`config.mk`:
```
export PLATFORM = sky130hd
export DESIGN_NAME = at_response_line_classifier_top
export DESIGN_NICKNAME = d
export VERILOG_FILES = /design/src/rtl/arlc_pkg.sv /design/src/rtl/at_response_line_classifier_top.sv
export VERILOG_INCLUDE_DIRS = /design/src /design/src/rtl
export SDC_FILE = /design/constraint.sdc
export NUM_CORES = 1
export LEC_CHECK = 0
export ABC_AREA = 1
export BUFFER_PORTS_ARGS = -buffer_cell sky130_fd_sc_hd__buf_2
export CORE_MARGIN = 10
export CORE_UTILIZATION = 30
export DETAILED_ROUTE_END_ITERATION = 8
export PLACE_DENSITY = 0.43
export SLEW_MARGIN = 20
export SYNTH_ARGS = -nofsm -noshare
export SYNTH_HDL_FRONTEND = slang
export SYNTH_SLANG_ARGS = --single-unit
```
`constraint.sdc`:
```
create_clock -name clock -period 6.8 [get_ports clock]
set_input_delay 0.68 -clock clock [delete_from_list [all_inputs] [get_ports clock]]
set_output_delay 0.68 -clock clock [all_outputs]
set_load 0.005 [all_outputs]
```
`src/rtl/at_response_line_classifier_top_defines.svh`:
```
// Assertion macros for the AT reply line classifier.
// Included by the top level; needs the clock and reset ports in scope.
`ifndef AT_RESPONSE_LINE_CLASSIFIER_TOP_DEFINES_SVH
`define AT_RESPONSE_LINE_CLASSIFIER_TOP_DEFINES_SVH

`ifndef SYNTHESIS
`define ARLC_ASSERT_NOW(label, lhs, rhs, msg) \
   label: assert property (@(posedge clock) disable iff (reset) (lhs) |-> (rhs)) \
      else $error(msg);
`define ARLC_ASSERT_NEXT(label, lhs, rhs, msg) \
   label: assert property (@(posedge clock) disable iff (reset) (lhs) |=> (rhs)) \
      else $error(msg);
`else
`define ARLC_ASSERT_NOW(label, lhs, rhs, msg)
`define ARLC_ASSERT_NEXT(label, lhs, rhs, msg)
`endif

`endif

```
`src/rtl/arlc_pkg.sv`:
```
// Types and constants of the AT reply line classifier.
// No dependencies; used by at_response_line_classifier_top.
`timescale 1ns / 1ps

package arlc_pkg;

   typedef enum logic [1:0] {
      ST_OK         = 2'd0,
      ST_MODULE_ERR = 2'd1,
      ST_INVALID    = 2'd2,
      ST_TOO_LONG   = 2'd3
   } status_type;

   typedef enum logic [1:0] {
      RK_NONE       = 2'd0,
      RK_PLAIN_OK   = 2'd1,
      RK_OK_VALUE   = 2'd2,
      RK_MODULE_ERR = 2'd3
   } kind_type;

   typedef enum logic [1:0] {
      PH_SPACE  = 2'd0,
      PH_SIGNED = 2'd1,
      PH_DIGITS = 2'd2,
      PH_BAD    = 2'd3
   } phase_type;

   localparam logic ACT_BYTE    = 1'b0;
   localparam logic ACT_DISCARD = 1'b1;

   // Bit positions in the prefix match flags.
   localparam int PF_OK   = 0;
   localparam int PF_OKEQ = 1;
   localparam int PF_ERR  = 2;

   localparam logic [7:0] CHR_TAB   = 8'h09;
   localparam logic [7:0] CHR_LF    = 8'h0A;
   localparam logic [7:0] CHR_CR    = 8'h0D;
   localparam logic [7:0] CHR_SPACE = 8'h20;
   localparam logic [7:0] CHR_PLUS  = 8'h2B;
   localparam logic [7:0] CHR_MINUS = 8'h2D;
   localparam logic [7:0] CHR_0     = 8'h30;
   localparam logic [7:0] CHR_9     = 8'h39;
   localparam logic [7:0] CHR_EQ    = 8'h3D;
   localparam logic [7:0] CHR_E     = 8'h45;
   localparam logic [7:0] CHR_K     = 8'h4B;
   localparam logic [7:0] CHR_O     = 8'h4F;
   localparam logic [7:0] CHR_R     = 8'h52;

   localparam logic [35:0] POS_LIMIT = 36'h0_7FFF_FFFF;
   localparam logic [35:0] NEG_LIMIT = 36'h0_8000_0000;

endpackage

```
`src/rtl/at_response_line_classifier_top.sv`:
```
// AT reply line classifier: input register, per-byte classification logic and
// result register. Depends on arlc_pkg and at_response_line_classifier_top_defines.svh.
//
//   channel  direction  payload (lowest bits first)
//   req_     in         tuser: action; tdata: rx_byte
//   rsp_     out        tuser: status, reply_kind; tdata: module_error_code, line_length
//   csr_     in         wdata: line_capacity (write only)
//
// One byte is accepted per cycle unless a stalled result holds it back. The byte that
// ends the line passes the input register; its result is held in the result register.
// The rate is set by the line state update, which is done once per byte.
// A stalled result blocks only bytes that would give a further result; the input
// register then holds and req_tready drops. Reset is synchronous and clears all
// line state; the capacity register returns to 1024 (or MAX_CAPACITY if smaller).
`timescale 1ns / 1ps
`include "at_response_line_classifier_top_defines.svh"

module at_response_line_classifier_top #(
   parameter int MAX_CAPACITY = 1024
) (
   input  logic        clock,
   input  logic        reset,
   input  logic        req_tvalid,
   output logic        req_tready,
   input  logic [7:0]  req_tdata,   // [7:0] rx_byte
   input  logic        req_tuser,   // [0] action
   output logic        rsp_tvalid,
   input  logic        rsp_tready,
   output logic [47:0] rsp_tdata,   // [31:0] module_error_code, [41:32] line_length
   output logic [3:0]  rsp_tuser,   // [1:0] status, [3:2] reply_kind
   input  logic        csr_wen,
   input  logic [10:0] csr_wdata
);

   localparam int CNT_W = $clog2(MAX_CAPACITY);
   localparam int RST_CAP = (MAX_CAPACITY < 1024) ? MAX_CAPACITY : 1024;
   localparam logic [CNT_W-1:0] RST_LINE_MAX = CNT_W'(RST_CAP - 1);

   // Configuration: stored as the highest byte count a line may hold.
   logic [CNT_W-1:0] line_max_ff, line_max_in;

   // Input register.
   logic       s1_valid_ff;
   logic       s1_action_ff;
   logic [7:0] s1_byte_ff;

   // Line state.
   logic [CNT_W-1:0]    byte_count_ff, byte_count_in;
   logic                last_was_cr_ff, last_was_cr_in;
   logic [2:0]          flags_ff, flags_in;
   arlc_pkg::phase_type phase_ff, phase_in;
   logic                neg_ff, neg_in;
   logic [31:0]         mag_ff, mag_in;
   logic                ovf_ff, ovf_in;

   // Result register.
   logic                 rsp_valid_ff;
   arlc_pkg::status_type rsp_status_ff, rsp_status_in;
   arlc_pkg::kind_type   rsp_kind_ff, rsp_kind_in;
   logic [31:0]          rsp_code_ff, rsp_code_in;
   logic [9:0]           rsp_len_ff, rsp_len_in;

   logic                full, lf_end, has_result, s1_go, out_free, new_line;
   logic                is_digit, is_space, is_sign, feed_cr, feed_b, add_digit;
   logic                ok_miss, okeq_miss, err_miss;
   logic [3:0]          dval;
   logic [35:0]         acc, limit;
   logic [CNT_W-1:0]    len;
   logic [31:0]         wr_cap;
   arlc_pkg::phase_type phase_cr;

   always_comb begin
      wr_cap = 32'(csr_wdata);
      if (wr_cap < 32'd2) begin
         line_max_in = CNT_W'(1);
      end else if (wr_cap > 32'(MAX_CAPACITY)) begin
         line_max_in = CNT_W'(MAX_CAPACITY - 1);
      end else begin
         line_max_in = CNT_W'(wr_cap - 32'd1);
      end
   end

   assign out_free   = !rsp_valid_ff || rsp_tready;
   assign full       = byte_count_ff >= line_max_ff;
   assign lf_end     = last_was_cr_ff && (s1_byte_ff == arlc_pkg::CHR_LF);
   assign has_result = s1_valid_ff && (s1_action_ff == arlc_pkg::ACT_BYTE) && (full || lf_end);
   assign s1_go      = s1_valid_ff && (!has_result || out_free);
   assign req_tready = !s1_valid_ff || s1_go;
   assign new_line   = (s1_action_ff == arlc_pkg::ACT_DISCARD) || has_result;

   // Prefix matching against "+OK", "+OK=" and "+ERR=".
   always_comb begin
      ok_miss = ((byte_count_ff == CNT_W'(0)) && (s1_byte_ff != arlc_pkg::CHR_PLUS)) ||
                ((byte_count_ff == CNT_W'(1)) && (s1_byte_ff != arlc_pkg::CHR_O)) ||
                ((byte_count_ff == CNT_W'(2)) && (s1_byte_ff != arlc_pkg::CHR_K));
      okeq_miss = (byte_count_ff == CNT_W'(3)) && (s1_byte_ff != arlc_pkg::CHR_EQ);
      err_miss = ((byte_count_ff == CNT_W'(0)) && (s1_byte_ff != arlc_pkg::CHR_PLUS)) ||
                 ((byte_count_ff == CNT_W'(1)) && (s1_byte_ff != arlc_pkg::CHR_E)) ||
                 ((byte_count_ff == CNT_W'(2)) && (s1_byte_ff != arlc_pkg::CHR_R)) ||
                 ((byte_count_ff == CNT_W'(3)) && (s1_byte_ff != arlc_pkg::CHR_R)) ||
                 ((byte_count_ff == CNT_W'(4)) && (s1_byte_ff != arlc_pkg::CHR_EQ));
      flags_in = flags_ff;
      if (ok_miss) begin
         flags_in[arlc_pkg::PF_OK]   = 1'b0;
         flags_in[arlc_pkg::PF_OKEQ] = 1'b0;
      end
      if (okeq_miss) begin
         flags_in[arlc_pkg::PF_OKEQ] = 1'b0;
      end
      if (err_miss) begin
         flags_in[arlc_pkg::PF_ERR] = 1'b0;
      end
   end

   // Number parser. A held CR that is not followed by LF is fed as whitespace
   // first; the current byte is fed afterwards unless it is itself a CR.
   always_comb begin
      is_digit = (s1_byte_ff >= arlc_pkg::CHR_0) && (s1_byte_ff <= arlc_pkg::CHR_9);
      is_space = (s1_byte_ff == arlc_pkg::CHR_SPACE) ||
                 ((s1_byte_ff >= arlc_pkg::CHR_TAB) && (s1_byte_ff <= arlc_pkg::CHR_CR));
      is_sign  = (s1_byte_ff == arlc_pkg::CHR_PLUS) || (s1_byte_ff == arlc_pkg::CHR_MINUS);
      dval     = 4'(s1_byte_ff - arlc_pkg::CHR_0);
      feed_cr  = last_was_cr_ff && (byte_count_ff >= CNT_W'(6));
      feed_b   = (s1_byte_ff != arlc_pkg::CHR_CR) && (byte_count_ff >= CNT_W'(5));
      phase_cr = (feed_cr && (phase_ff != arlc_pkg::PH_SPACE)) ? arlc_pkg::PH_BAD : phase_ff;
      acc      = 36'({mag_ff, 3'b000}) + 36'({mag_ff, 1'b0}) + 36'(dval);
      limit    = neg_ff ? arlc_pkg::NEG_LIMIT : arlc_pkg::POS_LIMIT;

      phase_in  = phase_cr;
      neg_in    = neg_ff;
      mag_in    = mag_ff;
      ovf_in    = ovf_ff;
      add_digit = 1'b0;
      if (feed_b) begin
         unique case (phase_cr)
            arlc_pkg::PH_SPACE: begin
               priority if (is_space) begin
                  phase_in = arlc_pkg::PH_SPACE;
               end else if (is_sign) begin
                  neg_in   = (s1_byte_ff == arlc_pkg::CHR_MINUS);
                  phase_in = arlc_pkg::PH_SIGNED;
               end else if (is_digit) begin
                  add_digit = 1'b1;
                  phase_in  = arlc_pkg::PH_DIGITS;
               end else begin
                  phase_in = arlc_pkg::PH_BAD;
               end
            end
            arlc_pkg::PH_SIGNED, arlc_pkg::PH_DIGITS: begin
               if (is_digit) begin
                  add_digit = 1'b1;
                  phase_in  = arlc_pkg::PH_DIGITS;
               end else begin
                  phase_in = arlc_pkg::PH_BAD;
               end
            end
            arlc_pkg::PH_BAD: begin
               phase_in = arlc_pkg::PH_BAD;
            end
         endcase
      end
      if (add_digit && !ovf_ff) begin
         if (acc > limit) begin
            ovf_in = 1'b1;
         end else begin
            mag_in = acc[31:0];
         end
      end
   end

   // Line bookkeeping and classification.
   always_comb begin
      len            = byte_count_ff + CNT_W'(1);
      byte_count_in  = new_line ? '0 : len;
      last_was_cr_in = !new_line && (s1_byte_ff == arlc_pkg::CHR_CR);

      rsp_status_in = arlc_pkg::ST_INVALID;
      rsp_kind_in   = arlc_pkg::RK_NONE;
      rsp_code_in   = '0;
      rsp_len_in    = 10'(len);
      priority if (full) begin
         rsp_status_in = arlc_pkg::ST_TOO_LONG;
         rsp_len_in    = 10'(byte_count_ff);
      end else if ((32'(len) == 32'd5) && flags_in[arlc_pkg::PF_OK]) begin
         rsp_status_in = arlc_pkg::ST_OK;
         rsp_kind_in   = arlc_pkg::RK_PLAIN_OK;
      end else if ((32'(len) > 32'd6) && flags_in[arlc_pkg::PF_OKEQ]) begin
         rsp_status_in = arlc_pkg::ST_OK;
         rsp_kind_in   = arlc_pkg::RK_OK_VALUE;
      end else if ((32'(len) > 32'd7) && flags_in[arlc_pkg::PF_ERR] &&
                   (phase_ff == arlc_pkg::PH_DIGITS) && !ovf_ff) begin
         rsp_status_in = arlc_pkg::ST_MODULE_ERR;
         rsp_kind_in   = arlc_pkg::RK_MODULE_ERR;
         rsp_code_in   = neg_ff ? (32'd0 - mag_ff) : mag_ff;
      end else begin
         rsp_status_in = arlc_pkg::ST_INVALID;
      end
   end

   always_ff @(posedge clock) begin
      if (reset) begin
         line_max_ff <= RST_LINE_MAX;
      end else if (csr_wen) begin
         line_max_ff <= line_max_in;
      end
   end

   always_ff @(posedge clock) begin
      if (reset) begin
         s1_valid_ff <= 1'b0;
      end else if (req_tvalid && req_tready) begin
         s1_valid_ff <= 1'b1;
      end else if (s1_go) begin
         s1_valid_ff <= 1'b0;
      end
   end

   always_ff @(posedge clock) begin
      if (req_tvalid && req_tready) begin
         s1_action_ff <= req_tuser;
         s1_byte_ff   <= req_tdata;
      end
   end

   always_ff @(posedge clock) begin
      if (reset) begin
         byte_count_ff  <= '0;
         last_was_cr_ff <= 1'b0;
         flags_ff       <= 3'b111;
         phase_ff       <= arlc_pkg::PH_SPACE;
         neg_ff         <= 1'b0;
         mag_ff         <= '0;
         ovf_ff         <= 1'b0;
      end else if (s1_go) begin
         byte_count_ff  <= byte_count_in;
         last_was_cr_ff <= last_was_cr_in;
         if (new_line) begin
            flags_ff <= 3'b111;
            phase_ff <= arlc_pkg::PH_SPACE;
            neg_ff   <= 1'b0;
            mag_ff   <= '0;
            ovf_ff   <= 1'b0;
         end else begin
            flags_ff <= flags_in;
            phase_ff <= phase_in;
            neg_ff   <= neg_in;
            mag_ff   <= mag_in;
            ovf_ff   <= ovf_in;
         end
      end
   end

   always_ff @(posedge clock) begin
      if (reset) begin
         rsp_valid_ff <= 1'b0;
      end else if (s1_go && has_result) begin
         rsp_valid_ff <= 1'b1;
      end else if (rsp_tready) begin
         rsp_valid_ff <= 1'b0;
      end
   end

   always_ff @(posedge clock) begin
      if (s1_go && has_result) begin
         rsp_status_ff <= rsp_status_in;
         rsp_kind_ff   <= rsp_kind_in;
         rsp_code_ff   <= rsp_code_in;
         rsp_len_ff    <= rsp_len_in;
      end
   end

   assign rsp_tvalid = rsp_valid_ff;
   assign rsp_tdata  = {6'b000000, rsp_len_ff, rsp_code_ff};
   assign rsp_tuser  = {rsp_kind_ff, rsp_status_ff};

   `ARLC_ASSERT_NOW(a_plain_ok_len, rsp_valid_ff && (rsp_kind_ff == arlc_pkg::RK_PLAIN_OK), (rsp_len_ff == 10'd5) && (rsp_status_ff == arlc_pkg::ST_OK), "plain OK result with wrong length or status")
   `ARLC_ASSERT_NOW(a_ok_has_kind, rsp_valid_ff && (rsp_status_ff == arlc_pkg::ST_OK), (rsp_kind_ff == arlc_pkg::RK_PLAIN_OK) || (rsp_kind_ff == arlc_pkg::RK_OK_VALUE), "ok status without an OK reply kind")
   `ARLC_ASSERT_NOW(a_code_only_err, rsp_valid_ff && (rsp_code_ff != 32'd0), rsp_kind_ff == arlc_pkg::RK_MODULE_ERR, "nonzero error code outside a module error result")
   `ARLC_ASSERT_NEXT(a_result_restarts, s1_go && has_result, (byte_count_ff == '0) && !last_was_cr_ff && (flags_ff == 3'b111), "line state not cleared after a result")

endmodule

```
==> results of run 1 <==
[state kept, by name, summed over array words and instances, names as in the netlist]
register and count:
mag_ff 32, last_was_cr_ff 1, rsp_code_ff 32, s1_action_ff 1, rsp_len_ff 10, flags_ff 3, ovf_ff 1, byte_count_ff 10
phase_ff 2, rsp_kind_ff 2, line_max_ff 10, s1_byte_ff 8, rsp_tvalid 1, s1_valid_ff 1, rsp_status_ff 2, neg_ff 1
[power groups by stage]
stage	logic (mW)	registers, mW	clock network (mW)
finish	0.155	0.762	0.970
global route	0.179	0.764	1.03
detailed placement	0.156	0.776	0
floorplan	0.117	0.772	0
CTS	0.157	0.762	0.987
global placement	0.156	0.777	0
[per-stage QoR]
step                      utilization  std cells  hold WS [ns]  worst slack [ns]
after floorplan                     -       1383        0.4260             3.038
after global placement         0.3252       1863        0.4605             2.039
after detailed placement       0.3252       1863        0.4617             2.012
after CTS                      0.3444       1895        0.4176             1.979
after global routing           0.3444       1895        0.4080             1.470
final                          0.3444       1895        0.4360             1.978
[cell type report]
type	count	area, µm²	area share
Multi-Input combinational cell	1050	6048	0.5412
Clock buffer	21	440.4	0.03941
Clock inverter	11	181.4	0.01623
Inverter	178	668.1	0.05979
Tap cell	442	553.0	0.04949
Timing Repair Buffer	76	390.4	0.03493
Sequential cell	117	2894	0.2590
[worst reg2reg max path: cells and delay by family, from the launching register on]
kind / cells / cell delay (ns)
XOR/XNOR: 1 / 0.21
adder cells (fa/ha/maj): 4 / 1.43
AND/OR/NAND/NOR: 20 / 2.51
flip-flops: 1 / 0.49
AO/OA/AOI/OAI: 1 / 0.13
[per-layer routing]
| metal | vias to the layer above | part of all wire | GRT usage |
|---|---|---|---|
| li1 | 4658 | - | - |
| met1 | 4062 | 0.51 | 0.2027 |
| met2 | 136 | 0.44 | 0.2295 |
| met3 | 21 | 0.037 | 0.02843 |
| met4 | 0 | 0.013 | 0.03516 |
| met5 | - | 0 | 0 |
[logic make-up after synthesis]
| logic type | after synthesis | synth area share |
|---|---|---|
| buffers and inverters | 216 | 0.09420 |
| other | 1 | 0.0003810 |
| and+or+nand+nor | 654 | 0.2848 |
| DFF | 117 | 0.2939 |
| adders and majority gates | 116 | 0.1490 |
| xor gates and xnor gates | 61 | 0.05428 |
| AOI/OAI and AO/OA | 213 | 0.1234 |
[synth_stat cells, types with 10 or more instances]
| library cell | n |
|---|---|
| xor2_1 | 48 |
| nor3_1 | 18 |
| edfxtp_1 | 55 |
| buf_6 | 10 |
| nand4_1 | 13 |
| ha_1 | 114 |
| nand3_1 | 71 |
| a21oi_1 | 105 |
| o21ai_0 | 53 |
| inv_1 | 171 |
| clkbuf_1 | 11 |
| xnor2_1 | 13 |
| nand2_1 | 319 |
| dfxtp_1 | 62 |
| nor2_1 | 183 |
[worst max-delay path by stage]
stage / endpoint / depth (start not counted) / start
2_1_floorplan: rsp_code_ff[0]$_SDFFCE_PP0P_ / 10 / byte_count_ff[0]$_SDFFE_PP0P_
3_3_place_gp: mag_ff[8]$_SDFFE_PP0P_ / 26 / s1_byte_ff[2]$_DFFE_PP_
3_5_place_dp: mag_ff[0]$_SDFFE_PP0P_ / 26 / s1_byte_ff[2]$_DFFE_PP_
4_1_cts: mag_ff[0]$_SDFFE_PP0P_ / 26 / s1_byte_ff[2]$_DFFE_PP_
5_1_grt: mag_ff[5]$_SDFFE_PP0P_ / 26 / s1_byte_ff[2]$_DFFE_PP_
6_report: mag_ff[1]$_SDFFE_PP0P_ / 26 / s1_byte_ff[2]$_DFFE_PP_
==> reports/summary.txt, run 1 <==
RSZ-0062 raised after global routing = no
Most common cell after layout, fill and taps aside = nand2_1
DIE AREA = 40450 µm²
PwrDens = 168.8 nW/µm²
Routability congestion estimate = 0.8287
CORE AREA = 32450 µm²
Reg-to-Reg End = mag_ff[1]$_SDFFE_PP0P_
ANT nets after route = 0
Final setup fails = 0
EDFF count, synth = 55
Synth warn = 0
Ys flop type = dfxtp_1
CTS tree = done
Num CTS Buffers = 17
Fillers = 3537
Flip-flop and latch count after synthesis = 117
DRT Pass-1 Iters = 4
Clk slew on worst S/H paths = 0.05 ns
Flop2flop setup slack = 1.98 ns
GRT Total Usage = 0.1467
Worst-path fanout max = 33
Max Freq = 0.2074 GHz
Total internal power = 1.442 mW
Final Hold Vio Count = 0
Post-DP HPWL = 23.12 mm
Synth async-reset ratio = 0
Initial antenna violation count = 0
Final worst-path cycle share = 0.7091
Avg Cell Area, Syn = 7.142 µm²
Post-CTS setup buffers = 0
Seq pwr share = 0.404
Worst Path Buf+Inv = 0
Via count = 8877
Worst VDD drop = 0.0001957 V
CP Data Required Time = 7.15 ns
Largest net degree at the start of global routing = 53
Most frequent cells in the layout = nand2_1, nor2_1, inv_1, ha_1, a21oi_1
Combinational share of power = 0.082
Vias in the first global route = 8602
Slew margin rel. = 0.3493
WHS Endpoint = s1_action_ff$_DFFE_PP_
Switching share of power = 0.2359
Reg2Reg Depth = 26
Hold Path Stages = 1
Cts hold-fix bufs = 0
Leakage = 5.447 nW
Least-Margin Pin Slew = 0.9739 ns
Cell Area, Synth = 9842 µm²
Root buf cell = clkbuf_16
Crit path DAT = 5.17 ns
Post-synthesis cell type count = 53
Register area share after synthesis = 0.2939
Vias per cell = 4.684
Status = complete, no violations
Layout cells sized above 1 = 0.1012
Die height = 201.1 µm
Clk_skew = 0.01035 ns
First-pass GRT wire length = 48.16 mm
Post-Route WL = 29.51 mm
Min cycle time layout = 4.822 ns
Area leader, netlist = edfxtp_1
Setup Total Neg Slack = 0 ns
Diode count = 0
CP endpoint kind = register
Overflow after GRT = 0
Final nets = 1581
Worst hold start = req_tuser
Area grow syn2layout = 13.55%
Clk buf depth = 2
CP top delay family = simple AND/OR/NAND/NOR gates
Kind of critical path = reg2reg
# clock sinks = 117
Critical path's largest stage delay = 0.49 ns
Overall Power = 1.887 mW
Clk network pwr share = 0.514
Slowest cell on the critical path = edfxtp_1
NetSw = 0.4450 mW
Max-cap check violation count = 0
Initial core utilization = 0.3033
Synth area leaders = edfxtp_1, ha_1, dfxtp_1
Ports = 79
CP Launch Type = register
Synthesized instance count = 1378
Drt wl/cell = 15.57 µm
Worst hold path type = in2reg
Site Rows = 66
Die X = 201.1 µm
Most used cell, CP = nand2_1
Yosys top cell area share = 0.1678
# DRC = 0
Design area = 11180 µm²
Clk_lat worst skew = 0.42 ns
DRT iter0 DRCs = 572
Max Slew Vio Count = 0
Resize count post-CTS = 0
Placed cell areas = 10550 µm²
IO Port Bufs = 72
RR Startpoint = s1_byte_ff[2]$_DFFE_PP_
H-tree depth = 4
No activity file was read; power rests on OpenSTA's default activity.
==> inputs of run 2 (changes only) <==
ABC_AREA = 0   (was 1)
clock period = 5 ns   (was 6.8 ns; I/O delays follow)
==> run 2 against run 1 <==
  * Register-to-register slack lost 1.9 ns
  * Core utilization grew 3.2 points
  * Clock power grew 25%
  * Non-clock buffer count grew 103
  * Count of clock-buffer cells in the layout shrank 4
  * Global-route usage grew 0.50 points
  * Via count shrank 5.1%
  * Highest routed layer unchanged
==> reports/summary.txt, run 2 <==
Status = complete, no violations
Avg Cell Area, Syn = 8.960 µm²
Site Rows = 64
Fillers = 3142
Reg-to-Reg End = mag_ff[16]$_SDFFE_PP0P_
Clk buf depth = 2
Via count = 8425
Yosys top cell area share = 0.1774
Final worst-path cycle share = 0.9825
Synth area leaders = edfxtp_1, ha_1, dfxtp_1
Num CTS Buffers = 17
Slew margin rel. = 0.3244
DIE AREA = 38470 µm²
Clk slew on worst S/H paths = 0.06 ns
CP Data Required Time = 5.31 ns
Ys flop type = dfxtp_1
CP Launch Type = register
Cell Area, Synth = 9309 µm²
Hold Path Stages = 1
Worst-path fanout max = 9
Worst Path Buf+Inv = 3
Slowest cell on the critical path = fa_2
Layout cells sized above 1 = 0.2303
CP endpoint kind = register
Final setup fails = 0
Largest net degree at the start of global routing = 57
RR Startpoint = s1_byte_ff[3]$_DFFE_PP_
Initial core utilization = 0.3043
Synth warn = 0
Overflow after GRT = 0
Die X = 196.2 µm
Worst VDD drop = 0.0002237 V
Hold WS = 0.2529 ns
Final Hold Vio Count = 0
Post-synth top cells = ha_1, a21oi_1, nor2_1
CTS tree = done
Vias in the first global route = 8309
Placed instance count = 1548
# DRC = 0
Clk_skew = 0.01091 ns
Diode count = 0
EDFF count, synth = 55
CP Cell Sequence = fa_2 > ha_4 > a211oi_4 > nor4_1 > buf_4 > o21ai_1 > buf_4 > a31oi_1 > a221o_1 > a21oi_2 > xnor2_1 > ha_1 > a21oi_1 > o21ai_1 > nor3_1 > and4b_1 > o21ai_2 > a211oi_4 > and3_4 > clkbuf_16 > o2bb2ai_1
First-pass GRT wire length = 46.98 mm
Reg area = 2894 µm²
Reg2Reg Depth = 21
Most common cell after layout, fill and taps aside = ha_1
Flip-flop and latch count after synthesis = 117
Most frequent cell after synthesis = ha_1
Synth async-reset ratio = 0
Area leader, netlist = edfxtp_1
Synthesized instance count = 1039
Worst hold path type = in2reg
ANT nets after route = 0
Max Freq = 0.2036 GHz
Vias per cell = 5.299
Area grow syn2layout = 23.67%
Max Slew Vio Count = 0
Min cycle time layout = 4.913 ns
Kind of critical path = reg2reg
Leakage = 5.166 nW
CP top delay family = compound AO/OA/AOI/OAI gates
DRT iter0 DRCs = 504
WHS Endpoint = s1_byte_ff[4]$_DFFE_PP_
Fin cells = 1590
Root buf cell = clkbuf_16
Top flop regs = mag_ff: 32 flops, rsp_code_ff: 32 flops
Worst hold start = req_tdata[4]
Register area share after synthesis = 0.3108
H-tree depth = 4
Die height = 196.2 µm
PwrDens = 202.8 nW/µm²
# clock sinks = 117
Routability congestion estimate = 0.8314
Most frequent cells in the layout = ha_1, buf_4, a21oi_1, nor2_1, buf_2
GRT Total Usage = 0.1516
Least-Margin Pin Slew = 1.009 ns
Ports = 79
Initial antenna violation count = 0
Clk_lat worst skew = 0.42 ns
Post-synthesis cell type count = 76
Drt wl/cell = 18.64 µm
RSZ-0062 raised after global routing = yes
Area occupied by multi-input gates = 6178 µm²
CORE AREA = 30590 µm²
Crit path DAT = 5.22 ns
Max-cap check violation count = 0
Critical path's largest stage delay = 0.60 ns
IO Port Bufs = 72
Post-DP HPWL = 22.63 mm
Final nets = 1322
Post-Route WL = 29.65 mm
DRT Pass-1 Iters = 5
Flop2flop setup slack = 0.09 ns
## run 2: what timing repair did
action / 4_1_cts / 5_1_grt
cloned: 1 / 2
hold buffers: 0 / 0
resized for setup: 14 / 35
setup buffers: 3 / 4
endpoints found under the setup margin: 32 / 33
pin swaps: 13 / 18
## run 2: layout make-up
type	instances	area share
Tap cell	396	0.04304
Clock inverter	15	0.01261
Clock buffer	17	0.03695
Sequential cell	117	0.2514
Timing Repair Buffer	179	0.1076
Inverter	36	0.01174
Multi-Input combinational cell	830	0.5367
## run 2: per-stage QoR
stage | area, µm² | util | power [mW] | TNS [ns] | worst slack (ns)
finish | 11510 | 0.3764 | 2.335 | 0 | 0.08736
global route | 11510 | 0.3764 | 2.423 | -3.619 | -0.1283
CTS | 11270 | 0.3684 | 2.366 | 0 | 0.0005755
detailed placement | 10610 | 0.3467 | 1.146 | -4.706 | -0.1696
global placement | 10610 | 0.3467 | 1.146 | -3.549 | -0.1207
floorplan | 9328 | - | 1.107 | 0 | 0.1841
## run 2: cell families (layout without fill, tap and decap cells)
| group | after synthesis | in the layout | synth area share |
|---|---|---|---|
| buf+inv | 97 | 247 | 0.05000 |
| flops | 117 | 117 | 0.3108 |
| xor+xnor | 76 | 76 | 0.07151 |
| fa+ha+maj | 116 | 116 | 0.1575 |
| other cells | 1 | 6 | 0.0004028 |
| simple gates | 331 | 331 | 0.1935 |
| compound gates | 300 | 300 | 0.2152 |
| mux | 1 | 1 | 0.001075 |
## run 2: worst max-delay path by stage
stage | cells past startpoint | startpoint | slack (ns) | to
2_1_floorplan | 20 | mag_ff[2]$_SDFFE_PP0P_ | 0.18 | mag_ff[17]$_SDFFE_PP0P_
3_3_place_gp | 19 | s1_byte_ff[3]$_DFFE_PP_ | -0.12 | mag_ff[25]$_SDFFE_PP0P_
3_5_place_dp | 19 | s1_byte_ff[3]$_DFFE_PP_ | -0.17 | mag_ff[24]$_SDFFE_PP0P_
4_1_cts | 21 | s1_byte_ff[3]$_DFFE_PP_ | 0.0006 | mag_ff[0]$_SDFFE_PP0P_
5_1_grt | 20 | s1_byte_ff[2]$_DFFE_PP_ | -0.13 | mag_ff[14]$_SDFFE_PP0P_
6_report | 21 | s1_byte_ff[3]$_DFFE_PP_ | 0.09 | mag_ff[16]$_SDFFE_PP0P_
## run 2: metal layers
| metal | routed length, µm | global-route usage | vias to the layer above |
|---|---|---|---|
| li1 | - | - | 4198 |
| met1 | 14670 | 0.2070 | 3998 |
| met2 | 13140 | 0.2384 | 198 |
| met3 | 1268 | 0.02677 | 31 |
| met4 | 561 | 0.04383 | 0 |
| met5 | 0 | 0 | - |
## run 2: power breakdown
| part | leakage [nW] | internal, mW | total, mW | switching [mW] |
|---|---|---|---|---|
| clock network | 0.270 | 0.695 | 1.21 | 0.512 |
| registers | 1.07 | 1.01 | 1.02 | 0.0120 |
| logic | 3.83 | 0.0438 | 0.109 | 0.0648 |
| total | 5.17 | 1.75 | 2.34 | 0.588 |
## run 2: worst register-to-register path, stage by stage, from the launching register on
cell	delay [ns]
edfxtp_1	0.43
fa_2	0.60
ha_4	0.22
a211oi_4	0.26
nor4_1	0.08
buf_4	0.15
o21ai_1	0.13
buf_4	0.14
a31oi_1	0.13
a221o_1	0.40
a21oi_2	0.15
xnor2_1	0.19
ha_1	0.30
a21oi_1	0.17
o21ai_1	0.13
nor3_1	0.21
and4b_1	0.22
o21ai_2	0.07
a211oi_4	0.28
and3_4	0.31
clkbuf_16	0.19
o2bb2ai_1	0.06
==> inputs of run 3 (changes only) <==
PLACE_DENSITY = 0.44   (was 0.43)
SLEW_MARGIN = unset   (was 20)
clock period = 4.5 ns   (was 5 ns; I/O delays follow)
==> run 3 against run 2 <==
  * Non-clock buffer count grew 38
  * Largest cell class unchanged
  * Sequential power grew 11%
  * Cell count grew 2.4%
  * Largest power group unchanged
  * The run now ends with negative setup slack left
  * Critical endpoint is now mag_ff[13]$_SDFFE_PP0P_
  * Clock power grew 19%
  * Global-route usage shrank 0.39 points
  * Power grew 15%
  * Critical path depth shrank 1
  * Core utilization grew 0.97 points
  * Via count shrank 0.43%
==> reports/summary.txt, run 3 (synthesis results as in run 2) <==
Status = complete, but fails checks
Failing checks = negative setup slack
Most common cell after layout, fill and taps aside = buf_4
Site Rows = 64
Combinational share of power = 0.043
Most frequent cells in the layout = buf_4, ha_1, a21oi_1, nor2_1, buf_2
Initial core utilization = 0.3043
Drt wl/cell = 17.79 µm
Final Hold Vio Count = 0
Kind of critical path = reg2reg
Finished Core Util = 0.3860
Min cycle time layout = 4.708 ns
Largest net degree at the start of global routing = 56
Reg2Reg Depth = 20
ANT nets after route = 0
Final worst-path cycle share = 1.046
Fillers = 3128
Num CTS Buffers = 17
Clk buf depth = 2
DRT Pass-1 Iters = 5
Worst hold path type = in2reg
Crit path DAT = 5.06 ns
Top flop regs = mag_ff: 32 flops, rsp_code_ff: 32 flops
Placed cell areas = 10940 µm²
Worst hold start = req_tuser
Root buf cell = clkbuf_16
Least-Margin Pin Slew = 0.6720 ns
CTS tree = done
NetSw = 0.6362 mW
Post-DP HPWL = 22.41 mm
Ports = 79
CP endpoint kind = register
Routability congestion estimate = 0.8324
Worst VDD drop = 0.0001985 V
Final setup fails = 33
Max-cap check violation count = 0
Vias in the first global route = 8370
CP Launch Type = register
DIE AREA = 38470 µm²
Layout cells sized above 1 = 0.2541
Clk_skew = 0.009969 ns
Cts hold-fix bufs = 0
PwrDens = 227.9 nW/µm²
# DRC = 0
Design area = 11810 µm²
Diode count = 0
Final nets = 1360
Area occupied by multi-input gates = 6151 µm²
Reg-to-Reg End = mag_ff[13]$_SDFFE_PP0P_
Reg area = 2894 µm²
Pre-CTS setup slack = -0.4356 ns
Seq pwr share = 0.421
# clock sinks = 117
CP Data Required Time = 4.86 ns
Initial antenna violation count = 1
Die X = 196.2 µm
Switching share of power = 0.2364
Vias per cell = 5.153
IO Port Bufs = 72
DRT iter0 DRCs = 409
Flop2flop setup slack = -0.21 ns
Total internal power = 2.054 mW
CP startpoint = s1_byte_ff[2]$_DFFE_PP_
Slew margin rel. = 0.5519
Worst setup path endpoint = mag_ff[13]$_SDFFE_PP0P_
First-pass GRT wire length = 46.28 mm
Overflow after GRT = 0
Clk_lat worst skew = 0.43 ns
Clk slew on worst S/H paths = 0.06 ns
RR Startpoint = s1_byte_ff[2]$_DFFE_PP_
Area grow syn2layout = 26.84%
Final WS setup = -0.2084 ns
Via count = 8389
RSZ-0062 raised after global routing = yes
CORE AREA = 30590 µm²
Clk network pwr share = 0.536
Worst-path fanout max = 14
Max Slew Vio Count = 0
Setup Total Neg Slack = -6.224 ns
GRT Total Usage = 0.1478
Max Freq = 0.2124 GHz
Leakage = 5.396 nW
H-tree depth = 4
Die height = 196.2 µm
Post-Route WL = 28.95 mm
[run 3: cell types whose count changed in the layout (fill, tap and decap cells not counted), sizes merged]
cell,before,now
clkinvlp,4,2
clkinv,5,4
buf,177,217
inv,41,42
clkbuf,19,17
bufinv,1,3
[run 3: per-stage QoR]
stage	hold WS, ns	power, mW	instances
2_1_floorplan	0.4391	1.231	1044
3_3_place_gp	0.4510	1.271	1588
3_5_place_dp	0.4567	1.271	1588
4_1_cts	0.1793	2.729	1625
5_1_grt	0.1819	2.789	1628
6_report	0.1972	2.691	1628
[run 3: worst max-delay path, stage by stage (launching register included)]
cell and delay, ns:
edfxtp_1 0.39, ha_1 0.29, ha_2 0.20, fa_2 0.40, a211oi_2 0.22, o211ai_1 0.18
a41o_1 0.27, o2111ai_2 0.25, nand3_2 0.12, a311oi_2 0.35, xnor2_2 0.18, ha_1 0.29
and4_4 0.17, and2_4 0.14, a221oi_2 0.20, a31o_2 0.14, o21ai_2 0.07, a211oi_4 0.22
and3_4 0.28, buf_12 0.16, o2bb2ai_1 0.11
[run 3: final cells by class]
| class | count | share of cell area |
|---|---|---|
| multi-input combinational | 830 | 0.5209 |
| timing repair buffer | 217 | 0.1281 |
| sequential | 117 | 0.2451 |
| tap | 396 | 0.04196 |
| clock inverter | 15 | 0.01642 |
| inverter | 36 | 0.01144 |
| clock buffer | 17 | 0.03603 |
[run 3: routing by layer]
metal,up-vias,wire (µm),GRT usage
met5,-,20,0
met4,2,372,0.03479
met3,23,1245,0.03018
met2,166,13100,0.2361
met1,3944,14220,0.1991
li1,4254,-,-
[run 3: power groups by stage]
stage | registers, mW | clock network (mW) | logic, mW
final | 1.13 | 1.44 | 0.116
after global routing | 1.13 | 1.52 | 0.131
after CTS | 1.13 | 1.48 | 0.116
after detailed placement | 1.16 | 0 | 0.115
after global placement | 1.16 | 0 | 0.115
after floorplan | 1.15 | 0 | 0.0814
[run 3: how the worst min path moves through the flow]
stage | end | slack (ns) | cells past startpoint
6_report | s1_action_ff$_DFFE_PP_ | 0.20 | 1
4_1_cts | s1_byte_ff[6]$_DFFE_PP_ | 0.18 | 1
5_1_grt | s1_action_ff$_DFFE_PP_ | 0.18 | 1
3_3_place_gp | line_max_ff[6]$_SDFFE_PP1P_ | 0.45 | 1
3_5_place_dp | line_max_ff[6]$_SDFFE_PP1P_ | 0.46 | 1
2_1_floorplan | line_max_ff[1]$_SDFFE_PP1P_ | 0.44 | 1
[run 3: timing repair]
item                       4_1_cts  5_1_grt
setup endpoints to repair       33       33
gates cloned                     1        0
gates resized for setup         22       15
pin swaps                       14       10
buffers inserted                 4        4
